[src/design/tleb_pkg.sv]
// Shared types, constants and the escape sequence table of the line edit buffer.
package tleb_pkg;

    localparam int POS_W        = 6;
    localparam int CHAR_W       = 64;
    localparam int RESULT_LIMIT = 32;

    localparam logic [7:0] ESC_BYTE   = 8'd27;
    localparam logic [7:0] ENTER_BYTE = 8'd13;
    localparam logic [7:0] BS_BYTE    = 8'd127;
    localparam logic [7:0] PRINT_MIN  = 8'd31;

    localparam logic [4:0] KEY_NONE  = 5'd0;
    localparam logic [4:0] KEY_ESC   = 5'd1;
    localparam logic [4:0] KEY_LEFT  = 5'd16;
    localparam logic [4:0] KEY_RIGHT = 5'd17;
    localparam logic [4:0] KEY_DEL   = 5'd19;

    localparam logic [1:0] ST_EDIT   = 2'd0;
    localparam logic [1:0] ST_ACCEPT = 2'd1;
    localparam logic [1:0] ST_CANCEL = 2'd2;

    typedef enum logic [1:0] {
        OP_HOLD,
        OP_INSERT,
        OP_REMOVE,
        OP_SHIFT
    } t_cell_op;

    typedef struct packed {
        t_cell_op         op;
        logic [POS_W-1:0] pos;
    } t_cell_ctrl;

    function automatic logic [4:0] match_key(input logic [CHAR_W-1:0] seq);
        logic [4:0] key;
        unique case (seq)
            64'h0000_0000_0000_001B: key = 5'd1;
            64'h0000_0000_0050_4F1B: key = 5'd2;
            64'h0000_0000_0051_4F1B: key = 5'd3;
            64'h0000_0000_0052_4F1B: key = 5'd4;
            64'h0000_0000_0053_4F1B: key = 5'd5;
            64'h0000_007E_3531_5B1B: key = 5'd6;
            64'h0000_007E_3731_5B1B: key = 5'd7;
            64'h0000_007E_3831_5B1B: key = 5'd8;
            64'h0000_007E_3931_5B1B: key = 5'd9;
            64'h0000_007E_3032_5B1B: key = 5'd10;
            64'h0000_007E_3132_5B1B: key = 5'd11;
            64'h0000_007E_3332_5B1B: key = 5'd12;
            64'h0000_007E_3432_5B1B: key = 5'd13;
            64'h0000_0000_0041_5B1B: key = 5'd14;
            64'h0000_0000_0042_5B1B: key = 5'd15;
            64'h0000_0000_0044_5B1B: key = 5'd16;
            64'h0000_0000_0043_5B1B: key = 5'd17;
            64'h0000_0000_7E32_5B1B: key = 5'd18;
            64'h0000_0000_7E33_5B1B: key = 5'd19;
            64'h0000_0000_7E37_5B1B: key = 5'd20;
            64'h0000_0000_7E38_5B1B: key = 5'd21;
            64'h0000_0000_7E35_5B1B: key = 5'd22;
            64'h0000_0000_7E36_5B1B: key = 5'd23;
            64'h0000_0000_415B_5B1B: key = 5'd2;
            64'h0000_0000_425B_5B1B: key = 5'd3;
            64'h0000_0000_435B_5B1B: key = 5'd4;
            64'h0000_0000_445B_5B1B: key = 5'd5;
            64'h0000_0000_455B_5B1B: key = 5'd6;
            64'h0000_0000_7E31_5B1B: key = 5'd20;
            64'h0000_0000_7E34_5B1B: key = 5'd21;
            default:                 key = KEY_NONE;
        endcase
        return key;
    endfunction

endpackage

[src/design/tleb_cell.sv]
// One character slot of the line, taking a neighbor's word on insert, remove or shift.
module tleb_cell import tleb_pkg::*; #(
    parameter int INDEX = 0
) (
    input  logic              i_clk,
    input  t_cell_ctrl        i_ctrl,
    input  logic [CHAR_W-1:0] i_left,
    input  logic [CHAR_W-1:0] i_right,
    input  logic [CHAR_W-1:0] i_char,
    output logic [CHAR_W-1:0] o_slot
);

    localparam logic [POS_W-1:0] IDX = POS_W'(INDEX);

    logic [CHAR_W-1:0] r_slot;
    logic [CHAR_W-1:0] n_slot;

    always_comb begin
        n_slot = r_slot;
        unique case (i_ctrl.op)
            OP_HOLD: begin
                n_slot = r_slot;
            end
            OP_INSERT: begin
                if (IDX > i_ctrl.pos) begin
                    n_slot = i_left;
                end else if (IDX == i_ctrl.pos) begin
                    n_slot = i_char;
                end
            end
            OP_REMOVE: begin
                if (IDX >= i_ctrl.pos) begin
                    n_slot = i_right;
                end
            end
            OP_SHIFT: begin
                n_slot = i_right;
            end
            default: begin
                n_slot = r_slot;
            end
        endcase
    end

    always_ff @(posedge i_clk) begin
        r_slot <= n_slot;
    end

    assign o_slot = r_slot;

endmodule

[src/design/terminal_line_edit_buffer_core.sv]
// Top level of the line edit buffer: key decode, line control and the row of slot cells.
// An edit or cancel word is captured, then decoded in S_DECODE, which registers its one result.
// Enter, once decoded, gives its characters from S_EMIT, one per cycle.
// The block takes a new word only when idle (busy low); Enter stays busy while its
// characters leave, the slot row shifting one word toward slot zero each cycle.
// Reset clears the line, the cursor and sets the width register for a width of 32; results cannot stall.
module terminal_line_edit_buffer_core import tleb_pkg::*; #(
    parameter int MAX_WIDTH = 32
) (
    input  logic        i_clk,
    input  logic        i_rst_n,
    input  logic        start,
    output logic        busy,
    input  logic [7:0]  i_byte_0,
    input  logic [7:0]  i_byte_1,
    input  logic [7:0]  i_byte_2,
    input  logic [7:0]  i_byte_3,
    input  logic [7:0]  i_byte_4,
    input  logic [7:0]  i_byte_5,
    input  logic [7:0]  i_byte_6,
    input  logic [7:0]  i_byte_7,
    input  logic        i_cfg_valid,
    output logic        o_cfg_ready,
    input  logic [5:0]  i_cfg_line_width,
    output logic        o_strobe,
    output logic [1:0]  o_status,
    output logic [4:0]  o_key_id,
    output logic [4:0]  o_cursor_pos,
    output logic [4:0]  o_line_length,
    output logic [63:0] o_char_data,
    output logic        o_last
);

    localparam int LW = $clog2(MAX_WIDTH);

    typedef enum logic [1:0] {
        S_IDLE,
        S_DECODE,
        S_EMIT
    } t_state;

    t_state            r_state;
    logic [CHAR_W-1:0] r_bytes;
    logic [LW-1:0]     r_held;
    logic [LW-1:0]     r_cursor;
    logic [LW-1:0]     r_wm1;
    logic [5:0]        r_count;
    logic              r_strobe;
    logic [1:0]        r_status;
    logic [4:0]        r_key;
    logic [CHAR_W-1:0] r_char;
    logic              r_last;

    logic [CHAR_W-1:0] w_cut;
    logic              w_esc_seen;
    logic [4:0]        w_key;
    logic [7:0]        w_b0;
    logic              w_is_esc;
    logic              w_is_enter;
    logic              w_is_bs;
    logic              w_insert;
    logic [LW:0]       w_held_p1;
    logic [LW:0]       w_wm1_ext;
    logic [LW-1:0]     w_newlen;
    logic [5:0]        w_n;
    t_cell_ctrl        w_ctrl;

    logic [CHAR_W-1:0] w_slot  [MAX_WIDTH];
    logic [CHAR_W-1:0] w_left  [MAX_WIDTH];
    logic [CHAR_W-1:0] w_right [MAX_WIDTH];

    function automatic logic [LW-1:0] f_wm1(input logic [5:0] lw);
        logic [6:0] v;
        v = {1'b0, lw};
        if (v < 7'd2) begin
            return LW'(1);
        end else if (v > 7'(MAX_WIDTH)) begin
            return LW'(MAX_WIDTH - 1);
        end
        return LW'(v - 7'd1);
    endfunction

    always_comb begin
        w_esc_seen  = 1'b0;
        w_cut       = r_bytes;
        for (int i = 1; i < 8; i++) begin
            if (r_bytes[8*i +: 8] == ESC_BYTE) begin
                w_esc_seen = 1'b1;
            end
            if (w_esc_seen) begin
                w_cut[8*i +: 8] = 8'd0;
            end
        end
    end

    assign w_b0       = r_bytes[7:0];
    assign w_is_esc   = (w_b0 == ESC_BYTE);
    assign w_is_enter = (w_b0 == ENTER_BYTE);
    assign w_is_bs    = (w_b0 == BS_BYTE);
    assign w_key      = w_is_esc ? match_key(w_cut) : KEY_NONE;
    assign w_insert   = (w_b0 > PRINT_MIN) && !w_is_bs && (r_cursor < r_wm1);
    assign w_held_p1  = {1'b0, r_held} + (LW+1)'(1);
    assign w_wm1_ext  = {1'b0, r_wm1};
    assign w_newlen   = (w_held_p1 > w_wm1_ext) ? r_wm1 : LW'(w_held_p1);
    assign w_n        = (7'(r_held) > 7'(RESULT_LIMIT)) ? 6'(RESULT_LIMIT) : 6'(r_held);

    always_comb begin
        w_ctrl.op  = OP_HOLD;
        w_ctrl.pos = POS_W'(r_cursor);
        if (r_state == S_DECODE) begin
            if (w_is_esc) begin
                if ((w_key == KEY_DEL) && (r_cursor < r_held)) begin
                    w_ctrl.op = OP_REMOVE;
                end
            end else if (w_is_bs) begin
                if (r_cursor != '0) begin
                    w_ctrl.op  = OP_REMOVE;
                    w_ctrl.pos = POS_W'(r_cursor - LW'(1));
                end
            end else if (!w_is_enter && w_insert) begin
                w_ctrl.op = OP_INSERT;
            end
        end else if (r_state == S_EMIT) begin
            w_ctrl.op = OP_SHIFT;
        end
    end

    for (genvar g = 0; g < MAX_WIDTH; g++) begin : g_cell
        if (g == 0) begin : g_first
            assign w_left[g] = '0;
        end else begin : g_inner_l
            assign w_left[g] = w_slot[g-1];
        end
        if (g == MAX_WIDTH - 1) begin : g_end
            assign w_right[g] = w_slot[g];
        end else begin : g_inner_r
            assign w_right[g] = w_slot[g+1];
        end
        tleb_cell #(
            .INDEX (g)
        ) u_cell (
            .i_clk   (i_clk),
            .i_ctrl  (w_ctrl),
            .i_left  (w_left[g]),
            .i_right (w_right[g]),
            .i_char  (r_bytes),
            .o_slot  (w_slot[g])
        );
    end

    always_ff @(posedge i_clk) begin
        if (!i_rst_n) begin
            r_state  <= S_IDLE;
            r_bytes  <= '0;
            r_held   <= '0;
            r_cursor <= '0;
            r_wm1    <= f_wm1(6'd32);
            r_count  <= '0;
            r_strobe <= 1'b0;
            r_status <= ST_EDIT;
            r_key    <= KEY_NONE;
            r_char   <= '0;
            r_last   <= 1'b0;
        end else begin
            if (i_cfg_valid) begin
                r_wm1 <= f_wm1(i_cfg_line_width);
            end
            unique case (r_state)
                S_IDLE: begin
                    r_strobe <= 1'b0;
                    if (start) begin
                        r_bytes <= {i_byte_7, i_byte_6, i_byte_5, i_byte_4,
                                    i_byte_3, i_byte_2, i_byte_1, i_byte_0};
                        r_state <= S_DECODE;
                    end
                end
                S_DECODE: begin
                    r_key  <= w_key;
                    r_char <= '0;
                    r_last <= 1'b1;
                    if (w_is_enter) begin
                        r_held   <= '0;
                        r_cursor <= '0;
                        r_status <= ST_ACCEPT;
                        if (w_n != '0) begin
                            r_strobe <= 1'b0;
                            r_count  <= w_n;
                            r_state  <= S_EMIT;
                        end else begin
                            r_strobe <= 1'b1;
                            r_state  <= S_IDLE;
                        end
                    end else begin
                        r_strobe <= 1'b1;
                        r_state  <= S_IDLE;
                        if (w_is_esc && (w_key == KEY_ESC)) begin
                            r_held   <= '0;
                            r_cursor <= '0;
                            r_status <= ST_CANCEL;
                        end else begin
                            r_status <= ST_EDIT;
                            if (w_is_esc) begin
                                if (w_key == KEY_LEFT) begin
                                    if (r_cursor != '0) begin
                                        r_cursor <= r_cursor - LW'(1);
                                    end
                                end else if (w_key == KEY_RIGHT) begin
                                    if (r_cursor < r_held) begin
                                        r_cursor <= r_cursor + LW'(1);
                                    end
                                end else if (w_key == KEY_DEL) begin
                                    if (r_cursor < r_held) begin
                                        r_held <= r_held - LW'(1);
                                    end
                                end
                            end else if (w_is_bs) begin
                                if (r_cursor != '0) begin
                                    r_cursor <= r_cursor - LW'(1);
                                    r_held   <= r_held - LW'(1);
                                end
                            end else if (w_insert) begin
                                r_held   <= w_newlen;
                                r_cursor <= r_cursor + LW'(1);
                            end
                        end
                    end
                end
                S_EMIT: begin
                    r_strobe <= 1'b1;
                    r_status <= ST_ACCEPT;
                    r_key    <= KEY_NONE;
                    r_char   <= w_slot[0];
                    r_last   <= (r_count == 6'd1);
                    r_count  <= r_count - 6'd1;
                    if (r_count == 6'd1) begin
                        r_state <= S_IDLE;
                    end
                end
                default: begin
                    r_strobe <= 1'b0;
                    r_state  <= S_IDLE;
                end
            endcase
        end
    end

    assign busy          = (r_state != S_IDLE);
    assign o_cfg_ready   = 1'b1;
    assign o_strobe      = r_strobe;
    assign o_status      = r_status;
    assign o_key_id      = r_key;
    assign o_cursor_pos  = 5'(r_cursor);
    assign o_line_length = 5'(r_held);
    assign o_char_data   = r_char;
    assign o_last        = r_last;

endmodule

[config.mk]
export PLATFORM = sky130hd
export DESIGN_NAME = terminal_line_edit_buffer_core
export DESIGN_NICKNAME = d
export VERILOG_FILES = /design/src/design/tleb_pkg.sv /design/src/design/tleb_cell.sv /design/src/design/terminal_line_edit_buffer_core.sv
export SDC_FILE = /design/constraint.sdc
export NUM_CORES = 2
export LEC_CHECK = 0
export CORE_ASPECT_RATIO = 2
export CORE_UTILIZATION = 61
export CTS_CLUSTER_SIZE = 14
export DETAILED_ROUTE_END_ITERATION = 6
export DONT_BUFFER_PORTS = 1
export PLACE_DENSITY = 0.82
export SLEW_MARGIN = 20
export SYNTH_ARGS = -nofsm -noshare
export SYNTH_HDL_FRONTEND = slang
export SYNTH_SLANG_ARGS = --single-unit
[constraint.sdc]
create_clock -name i_clk -period 7.55 [get_ports i_clk]
set_clock_uncertainty 0.1 [all_clocks]
set_input_delay 0 -clock i_clk [delete_from_list [all_inputs] [get_ports i_clk]]
set_output_delay 0 -clock i_clk [all_outputs]
set_load 0.05 [all_outputs]
After elaboration in Yosys (flattened, before gate mapping)
Index checks and enable logic that the tools add are counted.
- word-level logic and storage cells: 533
- flip-flop bits (word level): 2208
- ROM bits: 0
- memories: 0
- bits in latches: 0
- output and inout bits: 85
- bits in writable memories: 0
- input bits: 74
- mux-type cells: 197
- order comparisons: 69
- bitwise operators: 2
- $add $sub $neg: 7
- divide/modulo/power cells: 0
- reductions and logical operators: 60
- equality and inequality tests: 155
- shifts and indexed selects: 0
- $mul: 0
- operators by type and width (operator ; number):
    2-to-1 mux 64 bit ; 96
    one-hot mux 64 bit (3 select lines) ; 31
    == test 64 x 31 -> 1 bit, second input constant ; 13
    == test 64 x 23 -> 1 bit, second input constant ; 8
    == test 64 x 39 -> 1 bit, second input constant ; 8
    one-hot mux 64 bit (2 select lines) ; 1
    2-to-1 mux 5 bit ; 24
    one-hot mux 5 bit (23 select lines) ; 1
    == test 5 x 6 -> 1 bit, first input constant ; 16
    greater-than comparator 5 x 6 -> 1 bit, first input constant ; 16
    != test 3 x 1 -> 1 bit, second input constant ; 32
    AND reduction 3 bit ; 32
    greater-or-equal comparator 5 x 6 -> 1 bit, first input constant ; 15
    != test 2 x 1 -> 1 bit, second input constant ; 33
    == test 64 x 5 -> 1 bit, second input constant ; 1
    == test 8 x 5 -> 1 bit, second input constant ; 8
    2-to-1 mux 8 bit ; 8
    == test 4 x 6 -> 1 bit, first input constant ; 8
    greater-or-equal comparator 4 x 6 -> 1 bit, first input constant ; 8
    greater-than comparator 4 x 6 -> 1 bit, first input constant ; 8
    2-to-1 mux 6 bit ; 5
    == test 3 x 6 -> 1 bit, first input constant ; 4
    greater-or-equal comparator 3 x 6 -> 1 bit, first input constant ; 4
    greater-than comparator 3 x 6 -> 1 bit, first input constant ; 4
    48 further kinds ; 106

Longest topological paths before layout
- depth in word-level cells: 22
- gate-level depth with buffers: 17
- depth with buffers taken out: 13

By module
Synthesis repeated with hierarchy kept, for this count alone.
- cell total of the unflattened synthesis: 11834
- area total of the unflattened synthesis: 123661.1 µm²
- by module, submodules not included (module ; cells each ; instances ; seq. area each (µm²) ; area an instance (µm²)):
    terminal_line_edit_buffer_core ; 1086 ; 1 ; 3203.1 ; 8299.2
    tleb_cell (g_cell[12].u_cell ...) ; 282 ; 2 ; 1921.8 ; 3283.1
    tleb_cell (g_cell[19].u_cell) ; 573 ; 1 ; 1921.8 ; 4680.7
    tleb_cell (g_cell[31].u_cell) ; 453 ; 1 ; 1921.8 ; 4336.7
    tleb_cell (g_cell[22].u_cell) ; 368 ; 1 ; 1921.8 ; 4170.2
    tleb_cell (g_cell[27].u_cell) ; 367 ; 1 ; 1921.8 ; 4166.5
    tleb_cell (g_cell[16].u_cell) ; 366 ; 1 ; 1921.8 ; 3915.0
    tleb_cell (g_cell[10].u_cell) ; 367 ; 1 ; 1921.8 ; 3756.1
    tleb_cell (g_cell[5].u_cell) ; 366 ; 1 ; 1921.8 ; 3731.1
    tleb_cell (g_cell[25].u_cell) ; 367 ; 1 ; 1921.8 ; 3722.3
    tleb_cell (g_cell[2].u_cell) ; 365 ; 1 ; 1921.8 ; 3722.3
    tleb_cell (g_cell[1].u_cell) ; 311 ; 1 ; 1921.8 ; 3704.8
    tleb_cell (g_cell[26].u_cell) ; 368 ; 1 ; 1921.8 ; 3696.0
    tleb_cell (g_cell[18].u_cell) ; 365 ; 1 ; 1921.8 ; 3683.5
    +18 rows ; -- ; -- ; -- ; --

Worst setup path before layout
Ideal clock, no wire load.
- path kind: register -> register
- from: reg r_cursor[0] (netlist: o_cursor_pos[0])
- to: reg g_cell[6].u_cell.r_slot[0], enable pin
- data required time: 7.020 ns
- path slack: 1.904 ns
- path buffers: 4
- period minus slack after synthesis: 5.646 ns
- data arrival time: 5.117 ns
- setup time: 0.430 ns
- cell stages (with the launch flop): 15
- cell sequence: dfxtp_1 clkbuf_1 inv_1 ha_1 or3b_1 nor2_1 nor2_2 and3_1 buf_2 nor2_2 nand2_1 a21oi_1 buf_2 clkbuf_1 maj3_1
- word-level cells in the longest chain between the ends: 10
- elaborated cells between the ends (all ways): 26
- those cells by class: add/sub: 1; order compare: 4; eq/ne: 5; mux: 9; bitwise: 1; reduce/logical: 6
- ends and longest elaborated chain (item ; line ; text):
    start: declaration ; terminal_line_edit_buffer_core.sv:45 ; logic [LW-1:0] r_cursor;
    start signal: assignment ; terminal_line_edit_buffer_core.sv:205 ; r_cursor <= r_cursor - LW'(1);
    start signal: assignment ; terminal_line_edit_buffer_core.sv:209 ; r_cursor <= r_cursor + LW'(1);
    start signal: assignment ; terminal_line_edit_buffer_core.sv:218 ; r_cursor <= r_cursor - LW'(1);
    parallel branches: the longest is 9 deep, another holds subtractor 5 x 1 -> 6 bit ; -- ;
    AND reduction 3 bit (no source line) * ; -- ;
    end signal: assignment ; tleb_cell.sv:46 ; r_slot <= n_slot;
    end: declaration ; tleb_cell.sv:15 ; logic [CHAR_W-1:0] r_slot;
Every way passes the cells marked *.
A chain may end at the register's enable or synchronous reset.

Worst setup path in the final report
- from: reg r_bytes[51]
- to: reg g_cell[2].u_cell.r_slot[59], enable pin
- word-level cells in the longest chain between the ends: 16
- elaborated cells between the ends (all ways): 56
- those cells by class: eq/ne: 36; mux: 9; bitwise: 1; reduce/logical: 10
- ends and longest elaborated chain (item ; line ; text):
    start: declaration ; terminal_line_edit_buffer_core.sv:43 ; logic [CHAR_W-1:0] r_bytes;
    start signal: assignment ; terminal_line_edit_buffer_core.sv:172 ; r_bytes <= {i_byte_7, i_byte_6, i_byte_5, i_byte_4,
    == test 8 x 5 -> 1 bit ; terminal_line_edit_buffer_core.sv:87 ; if (r_bytes[8*i +: 8] == ESC_BYTE) begin
    2-to-1 mux 1 bit (2 in a row) ; terminal_line_edit_buffer_core.sv:87 ;
    2-to-1 mux 8 bit ; terminal_line_edit_buffer_core.sv:90 ; if (w_esc_seen) begin
    == test 64 x 31 -> 1 bit, or another cell as far along ; tleb_pkg.sv:37 ; unique case (seq)
    OR reduction 2 bit (no source line) ; -- ;
    one-hot mux 5 bit (23 select lines) * ; tleb_pkg.sv:37 ;
    2-to-1 mux 5 bit * ; terminal_line_edit_buffer_core.sv:100 ; assign w_key = w_is_esc ? match_key(w_cut) : KEY_NONE;
    == test 5 bit * ; terminal_line_edit_buffer_core.sv:112 ; if ((w_key == KEY_DEL) && (r_cursor < r_held)) begin
    logical AND 1 bit * ; terminal_line_edit_buffer_core.sv:112 ;
    2-to-1 mux 2 bit * ; terminal_line_edit_buffer_core.sv:112 ;
    2-to-1 mux 2 bit * ; terminal_line_edit_buffer_core.sv:111 ; if (w_is_esc) begin
    2-to-1 mux 2 bit * ; terminal_line_edit_buffer_core.sv:110 ; if (r_state == S_DECODE) begin
    == test 2 x 1 -> 1 bit, or another cell as far along ; tleb_cell.sv:20 ; unique case (i_ctrl.op)
    != test 3 x 1 -> 1 bit (no source line), or another cell as far along ; -- ;
    AND reduction 3 bit (no source line) * ; -- ;
    end signal: assignment ; tleb_cell.sv:46 ;
    end: declaration ; tleb_cell.sv:15 ;
Every way passes the cells marked *; elsewhere a longest branch is shown, timed or not.

==> reports/metrics.yaml <==
outcome:
  status: "finished with violations"
  failed_checks: "design-rule violations"
synthesis:
  synth-seq-cells: 2208
  syn_inst: 10717
  async_reset_ff_frac: 0
  synth_cell_types: 92
  synth_xor_area_frac: 0.0005471
  synth_edf_count: 2048
  synth_area_leaders: "edfxtp_1, mux2i_1, nand2_1"
  syn_area_mm2: 0.1121
  synth_warnings: 0
  yosys.area.top_type: "edfxtp_1"
  syn_area_per_cell_um2: 10.46
  synth_top_family_by_area: "multiplexers"
  synth-compound-area-share: 0.1105
  synthSimpleGateAreaFrac: 0.1233
  syn_nets: 10814
  ys_seq_area_frac: 0.5773
  synth_flop_cell: "edfxtp_1"
  synth_top_area_share: 0.5488
  synth.area.mux_share: 0.1412
  synthAdderAreaFrac: 0.005337
worst_setup_path:
  startpoint_type: "register"
  required_ns: 7.93
  slowest_stage: "dfxtp_1"
  critical_path_arrival_ns: 6.95
  path_cells: "inv_1 > o2111ai_1 > a21oi_1 > buf_4 > o21ai_0 > nand2_1 > o2bb2ai_1 > nor3_1 > a41o_4 > buf_12 > maj3_4 > buf_12"
  cp_common_cell: "buf_12"
  max_stage_delay_ns: 1.04
  end_kind: "register"
  crit_type: "register to register"
  path_max_fanout: 70
sta:
  clock.fmax_ghz: 0.1523
  setup_viol: 0
  rsz0062_at_grt: "false"
  worst_slew_pin_slew_ns: 1.271
  post-route-period-util: 0.8696
  timing.final.max_slew_violations: 0
  tns_ns: 0
  slew_headroom: 0.1488
  hold_slack_ns: 0.06561
  hold_viol_final: 0
  period_needed_ns: 6.565
clocking:
  clock_sinks: 2208
  clk_pin_slew_ns: 0.06
  cts_tree: "done"
  ctsResizeCount: 0
  cts_buffers: 198
  cts_htree_levels: 4
  clk_latency_ns: 0.86
  max-clock-path-buffers: 4
  clock-root-buffer: "clkbuf_16"
power:
  power.leakage_nw: 45.56
  ir_drop_mv: 0.1984
  powerDensity_mw_per_mm2: 210.1
  total_power_w: 0.02541
final_layout:
  layout_commonest_cell: "nand2_1"
  drive_above_1_share: 0.05536
  final_net_count: 10366
  final_cells: 12760
  area_growth_syn_to_layout_pct: 7.905
  final_cell_mix: "nand2_1, edfxtp_1, mux2i_1, o21ai_0, nor2_1"
detailed_routing:
  drt-initial-drc-count: 10892
  route.antenna.remaining_nets: 0
  first_pass_iters: 7
  routedWlPerCell_um: 25.56
  drcViolationCount: 42
  vias: 84216
  via_per_inst: 6.600
  routed_wl_um: 326100
flow_run:
  drv_cap: 0
die:
  core-area_mm2: 0.1828
  num_io_pins: 159
  die_x_um: 305.1
  row_count: 222
  start_util: 0.6132
  die_area_mm2: 0.1855
  die_h_um: 608.2
global_route:
  antenna_found_initial: 5
  grt_pass1_wl_um: 496300
  grt_pass1_vias: 84115
  grt_max_degree: 268
  grt_usage: 0.3442
  grt_overflow: 0
placed_design:
  finalWeightedCongestion: 0.9169
  io_buffers: 0
  dpl.hpwl_um: 207600
  dp.cells: 12273
hold_path:
  hold_class: "input port to register"
==> final timing paths <==
kind               start  depth (start not counted)  slack [ns]                           to
max          r_bytes[51]                         12        0.98  g_cell[2].u_cell.o_slot[59]
min                start                          4        0.07                   r_state[0]
max reg2reg  r_bytes[51]                         12        0.98  g_cell[2].u_cell.o_slot[59]
min reg2reg  r_bytes[15]                          2        0.39                  r_bytes[15]
==> what timing repair did <==
item / CTS / global route
buffers inserted: 0 / 0
hold buffers: 147 / 1
endpoints found under the hold margin: 160 / 1
==> sequential cells by signal (all words and copies together) (netlist names), 2 cells and up <==
signal	count
g_cell.u_cell.o_slot	2048
o_char_data	64
o_cursor_pos	5
o_key_id	5
o_line_length	5
o_status	2
r_bytes	64
r_count	6
r_state	2
r_wm1	5
==> final cells by class <==
| type | count | area, µm² |
|---|---|---|
| well taps | 2352 | 2943 |
| fillers | 13399 | 61840 |
| flip-flops and latches | 2208 | 64700 |
| clock inverters | 53 | 341.6 |
| clock buffers | 283 | 5478 |
| repair buffers | 374 | 4066 |
| diodes | 3 | 7.507 |
| multi-input cells | 7440 | 43200 |
| inverters | 47 | 182.7 |
==> through the flow <==
step	setup WS, ns	util	instance area [µm²]
after floorplan	1.904	-	112100
after global placement	1.402	0.6216	113600
after detailed placement	1.237	0.6216	113600
after CTS	1.181	0.6615	120900
after global routing	0.7814	0.6616	120900
final	0.9849	0.6616	120900
==> worst max-delay path, delay by kind of cell (launching register included) <==
family | cells | cell delay, ns
AOI/OAI and AO/OA | 5 | 1.94
adders and majority gates | 1 | 0.62
buffers and inverters | 4 | 1.48
DFF | 1 | 1.04
and+or+nand+nor | 2 | 0.78
==> synthesized netlist by cell type, types with 9 or more instances <==
cell          n
nand2_1    2812
edfxtp_1   2048
mux2i_1    1580
o21ai_0    1502
clkbuf_1    720
nor2_1      489
a31oi_1     332
buf_2       161
dfxtp_1     160
o21ai_1     149
a21oi_1     139
buf_4       116
a22oi_1      68
inv_1        44
maj3_1       31
nand3_1      29
nor3_1       28
nand4_1      24
buf_1        23
ha_1         23
nor4_1       22
nor2b_1      18
o211ai_1     12
and4_1       10
a211oi_1      9
a21o_1        9
o2111ai_1     9
==> cells by family after synthesis <==
kind of cell / Yosys count
adders and majority gates: 54
other: 1
DFF: 2208
muxes: 1581
and+or+nand+nor: 3506
xor gates and xnor gates: 7
buffers and inverters: 1069
AOI/OAI and AO/OA: 2291
==> where the power goes <==
| part | leakage, nW | internal [W] | switching (W) |
|---|---|---|---|
| clock | 2.82 | 0.00512 | 0.00455 |
| combinational | 22.8 | 0.000453 | 0.00110 |
| sequential | 20.0 | 0.0139 | 0.000302 |
==> layer usage <==
metal / vias up / track usage / wire [µm]
met5: - / 0 / 15
met4: 2 / 0.1952 / 19670
met3: 1148 / 0.05718 / 30890
met2: 5135 / 0.5918 / 162300
met1: 40646 / 0.4079 / 113300
li1: 37285 / - / -
(Power assumes the default switching activity.)
